$ cat src/sv/bba_pkg.sv
`timescale 1ns / 1ps
// package for the buddy address allocator: sizes, codes, payload types and
// node helpers; no dependencies
package bba_pkg;

    localparam int ADDR_BITS      = 32;
    localparam int MIN_BLOCK_BITS = 20;
    localparam int TREE_LEVELS    = ADDR_BITS - MIN_BLOCK_BITS;
    localparam int NODE_COUNT     = (2 << TREE_LEVELS) - 1;
    localparam int IDX_W          = TREE_LEVELS + 1;
    localparam int DEPTH_W        = $clog2(TREE_LEVELS + 2);
    localparam int SIZE_W         = ADDR_BITS + 2;
    localparam int CODE_W         = 5;

    typedef enum logic [1:0] {
        CMD_ALLOC = 2'd0,
        CMD_FREE  = 2'd1,
        CMD_CHECK = 2'd2,
        CMD_NONE  = 2'd3
    } cmd_t;

    typedef enum logic [1:0] {
        STS_OK        = 2'd0,
        STS_NO_SPACE  = 2'd1,
        STS_NOT_ALLOC = 2'd2,
        STS_ZERO_SIZE = 2'd3
    } status_t;

    typedef enum logic [3:0] {
        FSM_IDLE,
        FSM_ROOT,
        FSM_VISIT,
        FSM_KIDS,
        FSM_FCHILD,
        FSM_CLR_L,
        FSM_CLR_R,
        FSM_UP_RD,
        FSM_UP_WAIT,
        FSM_DONE
    } fsm_t;

    typedef struct packed {
        cmd_t        cmd;
        logic [32:0] request_bytes;
        logic [31:0] address;
    } in_t;

    typedef struct packed {
        status_t     status;
        logic [31:0] block_address;
        logic [32:0] block_bytes;
        logic        found;
    } out_t;

    typedef struct packed {
        logic              split;
        logic              alloc;
        logic [CODE_W-1:0] code;
    } entry_t;

    typedef logic [IDX_W-1:0] node_idx_t;

    typedef struct packed {
        logic      rd_en;
        node_idx_t rd_addr_a;
        node_idx_t rd_addr_b;
        logic      wr_en;
        node_idx_t wr_addr;
        entry_t    wr_data;
    } mem_req_t;

    function automatic logic [SIZE_W-1:0] level_bytes(input logic [DEPTH_W-1:0] d);
        return SIZE_W'(1) << (ADDR_BITS - int'(d));
    endfunction

    function automatic logic [SIZE_W-1:0] code_bytes(input logic [CODE_W-1:0] c);
        if (c == '0) begin
            return '0;
        end
        return SIZE_W'(1) << (ADDR_BITS + 1 - int'(c));
    endfunction

    // free size of a node as a size code, 0 when nothing is free
    function automatic logic [CODE_W-1:0] free_code(input entry_t e,
                                                    input logic [DEPTH_W-1:0] d);
        if (e.split && (int'(d) < TREE_LEVELS)) begin
            if (e.code != '0 && int'(e.code) <= TREE_LEVELS + 1) begin
                return e.code;
            end
            return '0;
        end
        if (e.alloc) begin
            return '0;
        end
        return CODE_W'(d) + CODE_W'(1);
    endfunction

    function automatic entry_t refresh_entry(input entry_t a, input entry_t b,
                                             input logic [DEPTH_W-1:0] d);
        logic [CODE_W-1:0] ca;
        logic [CODE_W-1:0] cb;
        entry_t            e;
        ca = free_code(a, d);
        cb = free_code(b, d);
        e.split = 1'b1;
        e.alloc = 1'b1;
        e.code  = (code_bytes(ca) >= code_bytes(cb)) ? ca : cb;
        return e;
    endfunction

    function automatic node_idx_t left_child(input node_idx_t i);
        return {i[IDX_W-2:0], 1'b0} + IDX_W'(1);
    endfunction

    function automatic node_idx_t parent_of(input node_idx_t i);
        node_idx_t t;
        t = i - IDX_W'(1);
        return t >> 1;
    endfunction

endpackage

$ cat src/sv/bba_ctrl.sv
`timescale 1ns / 1ps
// walk sequencer: descends and climbs the node tree, at most one memory access per step
// depends on bba_pkg; drives the node store and hands finished results upward
module bba_ctrl (
    input  logic              aclk,
    input  logic              aresetn,
    input  logic              s_valid,
    output logic              s_ready,
    input  bba_pkg::in_t      s_data,
    output logic              res_push,
    input  logic              res_ready,
    output bba_pkg::out_t     res_data,
    output bba_pkg::mem_req_t mem_req,
    input  bba_pkg::entry_t   rdata_a,
    input  bba_pkg::entry_t   rdata_b
);
    import bba_pkg::*;

    localparam logic [SIZE_W-1:0] ROUND_MASK = SIZE_W'((64'd1 << MIN_BLOCK_BITS) - 64'd1);

    fsm_t                state_reg, state_next;
    cmd_t                cmd_reg, cmd_next;
    logic [SIZE_W-1:0]   req_reg, req_next;
    logic [31:0]         addr_reg, addr_next;
    node_idx_t           node_reg, node_next;
    logic [DEPTH_W-1:0]  depth_reg, depth_next;
    logic [31:0]         base_reg, base_next;
    entry_t              cur_reg, cur_next;
    out_t                res_reg, res_next;

    node_idx_t           left_idx;
    logic [DEPTH_W-1:0]  depth_inc;
    logic [SIZE_W-1:0]   half_bytes;
    logic [SIZE_W-1:0]   le_bytes;
    logic [SIZE_W-1:0]   re_bytes;
    logic                go_right;
    logic                is_split;
    logic [SIZE_W-1:0]   mid_addr;
    logic [SIZE_W-1:0]   node_bytes;
    logic [SIZE_W-1:0]   node_end;

    assign left_idx   = left_child(node_reg);
    assign depth_inc  = depth_reg + DEPTH_W'(1);
    assign half_bytes = level_bytes(depth_inc);
    assign le_bytes   = code_bytes(free_code(rdata_a, depth_inc));
    assign re_bytes   = code_bytes(free_code(rdata_b, depth_inc));
    assign go_right   = (le_bytes < req_reg) || ((le_bytes > re_bytes) && (re_bytes >= req_reg));
    assign is_split   = cur_reg.split && (int'(depth_reg) < TREE_LEVELS);
    assign mid_addr   = SIZE_W'(base_reg) + half_bytes;
    assign node_bytes = level_bytes(depth_reg);
    assign node_end   = SIZE_W'(base_reg) + node_bytes;

    always_ff @(posedge aclk) begin
        if (!aresetn) begin
            state_reg <= FSM_IDLE;
        end else begin
            state_reg <= state_next;
        end
        cmd_reg   <= cmd_next;
        req_reg   <= req_next;
        addr_reg  <= addr_next;
        node_reg  <= node_next;
        depth_reg <= depth_next;
        base_reg  <= base_next;
        cur_reg   <= cur_next;
        res_reg   <= res_next;
    end

    always_comb begin
        state_next = state_reg;
        cmd_next   = cmd_reg;
        req_next   = req_reg;
        addr_next  = addr_reg;
        node_next  = node_reg;
        depth_next = depth_reg;
        base_next  = base_reg;
        cur_next   = cur_reg;
        res_next   = res_reg;
        mem_req    = '0;
        s_ready    = 1'b0;
        res_push   = 1'b0;

        unique case (state_reg)
            FSM_IDLE: begin
                s_ready = 1'b1;
                if (s_valid) begin
                    cmd_next   = s_data.cmd;
                    // round up to a whole number of minimum blocks
                    req_next   = (SIZE_W'(s_data.request_bytes) + ROUND_MASK) & ~ROUND_MASK;
                    addr_next  = s_data.address;
                    node_next  = '0;
                    depth_next = '0;
                    base_next  = '0;
                    res_next   = '0;
                    mem_req.rd_en     = 1'b1;
                    mem_req.rd_addr_a = '0;
                    state_next = FSM_ROOT;
                end
            end
            FSM_ROOT: begin
                cur_next   = rdata_a;
                state_next = FSM_VISIT;
                unique case (cmd_reg)
                    CMD_NONE: begin
                        state_next = FSM_DONE;
                    end
                    CMD_ALLOC: begin
                        if (req_reg == '0) begin
                            res_next.status = STS_ZERO_SIZE;
                            state_next      = FSM_DONE;
                        end else if (code_bytes(free_code(rdata_a, '0)) < req_reg) begin
                            res_next.status = STS_NO_SPACE;
                            state_next      = FSM_DONE;
                        end
                    end
                    CMD_FREE, CMD_CHECK: begin
                        state_next = FSM_VISIT;
                    end
                endcase
            end
            FSM_VISIT: begin
                if (cmd_reg == CMD_ALLOC) begin
                    if (is_split) begin
                        mem_req.rd_en     = 1'b1;
                        mem_req.rd_addr_a = left_idx;
                        mem_req.rd_addr_b = left_idx + IDX_W'(1);
                        state_next        = FSM_KIDS;
                    end else if (int'(depth_reg) < TREE_LEVELS && half_bytes > req_reg) begin
                        mem_req.wr_en   = 1'b1;
                        mem_req.wr_addr = node_reg;
                        mem_req.wr_data = '{split: 1'b1, alloc: 1'b1, code: '0};
                        state_next      = FSM_CLR_L;
                    end else begin
                        mem_req.wr_en   = 1'b1;
                        mem_req.wr_addr = node_reg;
                        mem_req.wr_data = '{split: 1'b0, alloc: 1'b1, code: '0};
                        res_next.block_address = base_reg;
                        res_next.block_bytes   = node_bytes[32:0];
                        state_next = (depth_reg == '0) ? FSM_DONE : FSM_UP_RD;
                    end
                end else if (is_split) begin
                    mem_req.rd_en = 1'b1;
                    if ({2'b00, addr_reg} >= mid_addr) begin
                        mem_req.rd_addr_a = left_idx + IDX_W'(1);
                        node_next         = left_idx + IDX_W'(1);
                        base_next         = mid_addr[31:0];
                    end else begin
                        mem_req.rd_addr_a = left_idx;
                        node_next         = left_idx;
                    end
                    depth_next = depth_inc;
                    state_next = FSM_FCHILD;
                end else if (cmd_reg == CMD_CHECK) begin
                    res_next.found = cur_reg.alloc && ({2'b00, addr_reg} < node_end);
                    state_next     = FSM_DONE;
                end else if (!cur_reg.alloc || base_reg != addr_reg) begin
                    res_next.status = STS_NOT_ALLOC;
                    state_next      = FSM_DONE;
                end else begin
                    mem_req.wr_en   = 1'b1;
                    mem_req.wr_addr = node_reg;
                    mem_req.wr_data = '0;
                    res_next.block_bytes = node_bytes[32:0];
                    state_next = (depth_reg == '0) ? FSM_DONE : FSM_UP_RD;
                end
            end
            FSM_KIDS: begin
                if (go_right) begin
                    node_next = left_idx + IDX_W'(1);
                    cur_next  = rdata_b;
                    base_next = mid_addr[31:0];
                end else begin
                    node_next = left_idx;
                    cur_next  = rdata_a;
                end
                depth_next = depth_inc;
                state_next = FSM_VISIT;
            end
            FSM_FCHILD: begin
                cur_next   = rdata_a;
                state_next = FSM_VISIT;
            end
            FSM_CLR_L: begin
                mem_req.wr_en   = 1'b1;
                mem_req.wr_addr = left_idx;
                mem_req.wr_data = '0;
                state_next      = FSM_CLR_R;
            end
            FSM_CLR_R: begin
                mem_req.wr_en   = 1'b1;
                mem_req.wr_addr = left_idx + IDX_W'(1);
                mem_req.wr_data = '0;
                node_next       = left_idx;
                depth_next      = depth_inc;
                cur_next        = '0;
                state_next      = FSM_VISIT;
            end
            FSM_UP_RD: begin
                mem_req.rd_en     = 1'b1;
                mem_req.rd_addr_a = left_child(parent_of(node_reg));
                mem_req.rd_addr_b = left_child(parent_of(node_reg)) + IDX_W'(1);
                node_next         = parent_of(node_reg);
                depth_next        = depth_reg - DEPTH_W'(1);
                state_next        = FSM_UP_WAIT;
            end
            FSM_UP_WAIT: begin
                mem_req.wr_en   = 1'b1;
                mem_req.wr_addr = node_reg;
                // buddies both free on release: collapse into one free leaf
                if (cmd_reg == CMD_FREE && !rdata_a.alloc && !rdata_b.alloc) begin
                    mem_req.wr_data = '0;
                end else begin
                    mem_req.wr_data = refresh_entry(rdata_a, rdata_b, depth_inc);
                end
                state_next = (depth_reg == '0) ? FSM_DONE : FSM_UP_RD;
            end
            FSM_DONE: begin
                if (res_ready) begin
                    res_push   = 1'b1;
                    state_next = FSM_IDLE;
                end
            end
            default: begin
                state_next = FSM_IDLE;
            end
        endcase
    end

    assign res_data = res_reg;

`ifndef SYNTH
    a_depth_range: assert property (@(posedge aclk) disable iff (!aresetn)
        (state_reg != FSM_IDLE) |-> (int'(depth_reg) <= TREE_LEVELS))
        else $error("walk depth beyond leaf level");

    a_no_rw_clash: assert property (@(posedge aclk) disable iff (!aresetn)
        !(mem_req.wr_en && mem_req.rd_en &&
          (mem_req.wr_addr == mem_req.rd_addr_a || mem_req.wr_addr == mem_req.rd_addr_b)))
        else $error("node read and write to the same entry in one cycle");

    a_push_idle: assert property (@(posedge aclk) disable iff (!aresetn)
        res_push |=> (state_reg == FSM_IDLE))
        else $error("sequencer not idle after result hand-off");

    a_depth_step: assert property (@(posedge aclk) disable iff (!aresetn)
        (state_reg == FSM_KIDS || state_reg == FSM_CLR_R) |=>
            (depth_reg == $past(depth_reg) + DEPTH_W'(1)))
        else $error("descent skipped a level");
`endif

endmodule

$ cat config.mk
export PLATFORM = sky130hd
export DESIGN_NAME = bba_ctrl
export DESIGN_NICKNAME = d
export VERILOG_FILES = /design/src/sv/bba_pkg.sv /design/src/sv/bba_ctrl.sv
export SDC_FILE = /design/constraint.sdc
export NUM_CORES = 1
export LEC_CHECK = 0
export ABC_AREA = 1
export BUFFER_PORTS_ARGS = -buffer_cell sky130_fd_sc_hd__clkbuf_2
export CORE_MARGIN = 5
export CORE_UTILIZATION = 25
export CTS_CLUSTER_SIZE = 24
export DETAILED_ROUTE_END_ITERATION = 8
export GPL_TIMING_DRIVEN = 0
export SYNTH_ARGS = -nofsm -noshare
export SYNTH_HDL_FRONTEND = slang
export SYNTH_SLANG_ARGS = --single-unit
$ cat constraint.sdc
create_clock -name aclk -period 7.26 [get_ports aclk]
set_clock_uncertainty 0.15 [all_clocks]
set_input_delay 1.452 -clock aclk [delete_from_list [all_inputs] [get_ports aclk]]
set_output_delay 1.452 -clock aclk [all_outputs]
set_load 0.03 [all_outputs]
==> results_dict.tcl, run 1 <==
set metrics [dict create \
    cp_max_fo 5 \
    fillCellCount 7383 \
    end_kind "primary output" \
    antenna_found_initial 3 \
    synth-edff-count 167 \
    first_iter_violations 1502 \
    clk_pin_slew_ns 0.08 \
    synthesis.area_um2 17400 \
    clk-insertion-delay-late_ns 0.50 \
    drtPass1Iterations 5 \
    h-tree-depth 4 \
    fin_cells 3632 \
    tightest_slew_ns 1.52 \
    grt_pass1_vias 16600 \
    routed_wl_mm 62.1 \
    cp_slowest_cell "edfxtp_1" \
    hold_class "reg -> reg" \
    fin_ws_ns -0.0985 \
    cts_hold_buffers 0 \
    yosys_warnings 0 \
    viasPerCell 4.82 \
    ys_types 57 \
    die_height_um 274 \
    wl_per_cell_um 17.1 \
    grt_usage_pct 15.9 \
    layout_common_cells "nand2_1, nor2_1, inv_1, ha_1, clkbuf_2" \
    die_w_um 274 \
    globalplace.congestion 0.950 \
    rows 96 \
    start_util_pct 25.3 \
    min_period_ns 7.36 \
    cts_root_buf "clkbuf_16" \
    peakVddDrop_mv 0.252 \
    setup_tns_ns -0.771 \
    cp-start-kind "flip-flop" \
    power_leakage_nw 9.88 \
    area_growth_pct 23.8 \
    io_pins 203 \
    place_area_um2 19800 \
    required_ns 5.66 \
    yosys_register_bits 171 \
    largest_reg_flops 68 \
    dp_cells 3539 \
    maxCapViolations 1 \
    vias 17500 \
    grt_max_degree 34 \
    nets 3008 \
    fin_hold_ws_ns 0.574 \
    yosys_most_used_dff "edfxtp_1" \
    post-place-ws_ns -0.853 \
    rsz0062_at_grt "true" \
    cts-buffers-inserted 17 \
    synthCells 2372 \
    p_per_area_nw_per_um2 481 \
    cts_tree "done" \
    path_common_cell "nand4_1" \
    ys_seq_area_share_pct 29.2 \
    hold_viol 0 \
    dieArea_um2 75100 \
    slew_headroom_pct -2.16 \
    outcome "finished, violations left" \
    synthArstFlopShare_pct 0 \
    remaining_drc_errors 0 \
    critPathArrivalTime_ns 5.76 \
    drive_gt1_share_pct 17.6 \
    fmax_mhz 136 \
    slew_viol_final 10 \
    critPathMaxStageDelay_ns 0.44 \
    fin_crit_sh_pct 101 \
    crit_type "reg -> out" \
    dp_hpwl_mm 49.9 \
    port_buffers 201 \
    cts.path.max_buffers 2 \
    fin_area_um2 21600 \
    overflow 0 \
    finalSetupViolations 11 \
    final_common_cell "nand2_1" \
    syn_avg_cell_area_um2 7.35 \
    grt_pass1_wl_mm 92.9 \
    core-area_um2 68800 \
    ant_nets 0 \
    clock-sinks 171 \
    violations "capacitance limit, slew limit, setup timing" \
]
-- cell families (layout without fill, tap and decap cells) --
family                     count (synthesis)  in the layout  synth area share (%)
and+or+nand+nor                         1159           1161                  29.0
AOI/OAI and AO/OA                        371            371                  12.4
buffers and inverters                    342            632                  7.61
adders and majority gates                238            238                  17.2
DFF                                      171            171                  29.2
xor gates and xnor gates                  89             89                  4.47
other                                      2             39                0.0431
-- Yosys cell counts, types with 40 or more instances --
master    count  area share, %
nand2_1     466             10
edfxtp_1    167             29
nand3_1     141            4.1
a21oi_1     158            4.5
nand4_1      52            1.9
nor2_1      354            7.6
xnor2_1      40            2.0
ha_1        236             17
nor3_1       65            1.9
inv_1       287            6.2
o21ai_0     102            2.9
xor2_1       49            2.5
-- power breakdown --
group	total (mW)	internal (mW)	switching (mW)	leakage, nW
clock network	0.906	0.472	0.434	0.256
logic	7.22	2.38	4.85	7.93
registers	2.26	1.78	0.476	1.69
-- routing by layer --
| metal | wire (um) | up-vias | track usage, % |
|---|---|---|---|
| met5 | 0 | - | 0 |
| met4 | 2750 | 0 | 7.43 |
| met3 | 4100 | 118 | 3.09 |
| met2 | 28700 | 630 | 26.0 |
| met1 | 26600 | 8044 | 20.3 |
| li1 | - | 8725 | - |
-- final timing paths --
kind                             start  cells past startpoint  slack, ns                          to
max             depth_reg[0]$_DFFE_PP_                     31       -0.1                 mem_req[45]
max reg2reg     depth_reg[1]$_DFFE_PP_                     27       0.74   res_data[0]$_SDFFCE_PN0P_
min reg2reg  base_reg[5]$_SDFFCE_PN0P_                      2       0.57  res_data[39]$_SDFFCE_PN0P_
min          base_reg[5]$_SDFFCE_PN0P_                      2       0.57  res_data[39]$_SDFFCE_PN0P_
-- layout make-up --
type	count	area (um2)	share of cell area, %
multi-input cells	1895	11800	54.6
flip-flops and latches	171	5090	23.6
repair buffers	259	1620	7.51
well taps	931	1160	5.40
inverters	302	1150	5.32
clock buffers	19	433	2.01
plain buffers	39	198	0.916
clock inverters	13	120	0.557
diodes	3	7.51	0.0348
-- per-stage QoR --
stage / util (%) / power [mW]
after floorplan: - / 6.63
after global placement: 28.7 / 8.49
after detailed placement: 28.7 / 8.51
after CTS: 30.5 / 9.93
after global routing: 31.4 / 11.2
final: 31.4 / 10.4
-- worst max-delay path: cells and delay by family (launching register included) --
| family | cells | cell delay, ns |
|---|---|---|
| AOI/OAI and AO/OA | 7 | 0.99 |
| xor gates and xnor gates | 1 | 0.16 |
| adders and majority gates | 3 | 0.82 |
| buffers and inverters | 9 | 1.15 |
| DFF | 1 | 0.44 |
| and+or+nand+nor | 11 | 1.67 |
-- what timing repair did --
item | CTS | global route
pin swaps | 46 | 51
endpoints found under the setup margin | 41 | 18
gates resized for setup | 107 | 95
buffers inserted | 33 | 23
gates cloned | 2 | 0
Note: power is estimated with default switching activity, not from simulation.
==> run 2: changes to the inputs <==
CORE_MARGIN = 8   (was 5)
==> run 2 against run 1 <==
Effect of this change:
- the run ends with setup timing left
- largest cell class unchanged
- total power fell by 0.61%
- register-to-register slack improved by 0.04 ns
- non-clock buffer count fell by 9
- cell count fell by 0.22%
- core utilization fell by 0.11 points
==> results_dict.tcl, run 2 (synthesis gave the netlist of run 1 again) <==
set metrics [dict create \
    outcome "finished, violations left" \
    violations "setup timing" \
    clk-insertion-delay-late_ns 0.49 \
    antenna_found_initial 4 \
    fin_ws_ns -0.0554 \
    rr_endpoint "res_data[0]$_SDFFCE_PN0P_" \
    maxCapViolations 0 \
    cts.path.max_buffers 2 \
    rsz0062_at_grt "true" \
    die_height_um 280 \
    reg2reg_slack_ns 0.78 \
    final_common_cell "nand2_1" \
    drtPass1Iterations 6 \
    reg2reg_depth 26 \
    end_kind "primary output" \
    cp_max_fo 6 \
    setup_tns_ns -0.217 \
    dp_hpwl_mm 50.5 \
    p_total_mw 10.3 \
    critPathMaxStageDelay_ns 0.53 \
    remaining_drc_errors 0 \
    crit_type "reg -> out" \
    tightest_slew_ns 1.39 \
    nets 2999 \
    clk_pin_slew_ns 0.08 \
    grt_pass1_wl_mm 93.9 \
    peakVddDrop_mv 0.300 \
    holdPathEnd "res_data[38]$_SDFFCE_PN0P_" \
    rows 96 \
    globalplace.congestion 0.959 \
    viasPerCell 4.83 \
    required_ns 5.66 \
    min-delay-start "base_reg[4]$_SDFFCE_PN0P_" \
    power_leakage_nw 9.83 \
    cp_slowest_cell "edfxtp_1" \
    slew_viol_final 0 \
    fin_cells 3624 \
    post-place-ws_ns -0.925 \
    cts_root_buf "clkbuf_16" \
    first_iter_violations 1317 \
    holdPathStages 2 \
    dp_cells 3539 \
    hold_viol 0 \
    vias 17500 \
    port_buffers 201 \
    fin_crit_sh_pct 101 \
    path_buf_inv 4 \
    cts_tree "done" \
    start_util_pct 25.3 \
    utilization_pct 31.2 \
    finalSetupViolations 6 \
    cp-start-kind "flip-flop" \
    dieArea_um2 78400 \
    min_period_ns 7.32 \
    p_per_area_nw_per_um2 480 \
    cp_top_family "simple AND/OR/NAND/NOR gates" \
    critPathArrivalTime_ns 5.71 \
    area_growth_pct 23.4 \
    drive_gt1_share_pct 17.5 \
    core-area_um2 68800 \
    cts-buffers-inserted 17 \
    fmax_mhz 137 \
    grt_pass1_vias 16600 \
    fillCellCount 7349 \
    overflow 0 \
    io_pins 203 \
    hold_class "reg -> reg" \
    clock-sinks 171 \
    grt_max_degree 34 \
    largest_reg_flops 68 \
    wl_per_cell_um 17.2 \
    slew_headroom_pct 6.75 \
    multi_input_area_um2 11800 \
    layout_common_cells "nand2_1, nor2_1, inv_1, ha_1, clkbuf_2" \
    routed_wl_mm 62.3 \
    h-tree-depth 4 \
    grt_usage_pct 15.3 \
    die_w_um 280 \
    register_area_um2 5090 \
    timing.rr.start "depth_reg[1]$_DFFE_PP_" \
    ant_nets 0 \
]
run 2: changes by cell type in the layout (fill, tap and decap cells not counted), sizes merged:
cell	previous run	this run
clkinvlp	6	5
bufinv	1	0
clkinv	13	14
buf	81	67
diode	3	4
clkbuf	236	242
run 2: what timing repair did:
action,4_1_cts,5_1_grt
resized for setup,116,85
gates cloned,1,1
buffers inserted,32,14
setup endpoints to repair,49,18
pin swaps,46,47
hold buffers,0,0
run 2: routing by layer:
layer | vias to the layer above | GRT usage, % | share of wire, % | wire [um]
met4 | 2 | 6.38 | 4.1 | 2550
met3 | 120 | 2.74 | 5.7 | 3570
met2 | 594 | 26.0 | 47 | 29200
met5 | - | 0 | 0.022 | 14
li1 | 8694 | - | - | -
met1 | 8109 | 19.0 | 43 | 27000
run 2: where the power goes:
group / total (mW) / switching (mW) / internal (mW)
registers: 2.24 / 0.462 / 1.78
logic: 7.21 / 4.84 / 2.37
clock network: 0.869 / 0.430 / 0.439
run 2: cell type report:
class / instances / area share (%)
Tap cell: 931 / 5.42
Sequential cell: 171 / 23.7
Buffer: 40 / 0.943
Timing Repair Buffer: 249 / 7.12
Multi-Input combinational cell: 1895 / 55.0
Inverter: 302 / 5.34
Clock buffer: 20 / 2.03
Clock inverter: 12 / 0.431
Antenna cell: 4 / 0.0465
run 2: worst max path at each step:
stage                      startpoint           to  slack (ns)  cells past startpoint
2_1_floorplan  depth_reg[0]$_DFFE_PP_  mem_req[36]        0.57                     29
3_3_place_gp   depth_reg[0]$_DFFE_PP_  mem_req[39]       -0.88                     32
3_5_place_dp   depth_reg[0]$_DFFE_PP_  mem_req[39]       -0.93                     33
4_1_cts        depth_reg[1]$_DFFE_PP_  mem_req[41]       -0.04                     32
5_1_grt        depth_reg[1]$_DFFE_PP_  mem_req[43]       -0.22                     30
6_report       depth_reg[1]$_DFFE_PP_  mem_req[41]       -0.06                     32
run 2: stage by stage:
stage	area (um2)	hold WS [ns]
finish	21500	0.584
global route	21500	0.622
CTS	21000	0.571
detailed placement	19800	0.550
global placement	19700	0.543
floorplan	17600	0.455
run 2: worst reg2reg max path: cells and delay by family, from the launching register on:
kind / cells / cell delay (ns)
compound gates: 7 / 2.34
flops: 1 / 0.53
fa+ha+maj: 3 / 0.92
xor+xnor: 1 / 0.19
buf+inv: 5 / 0.69
simple gates: 10 / 1.43
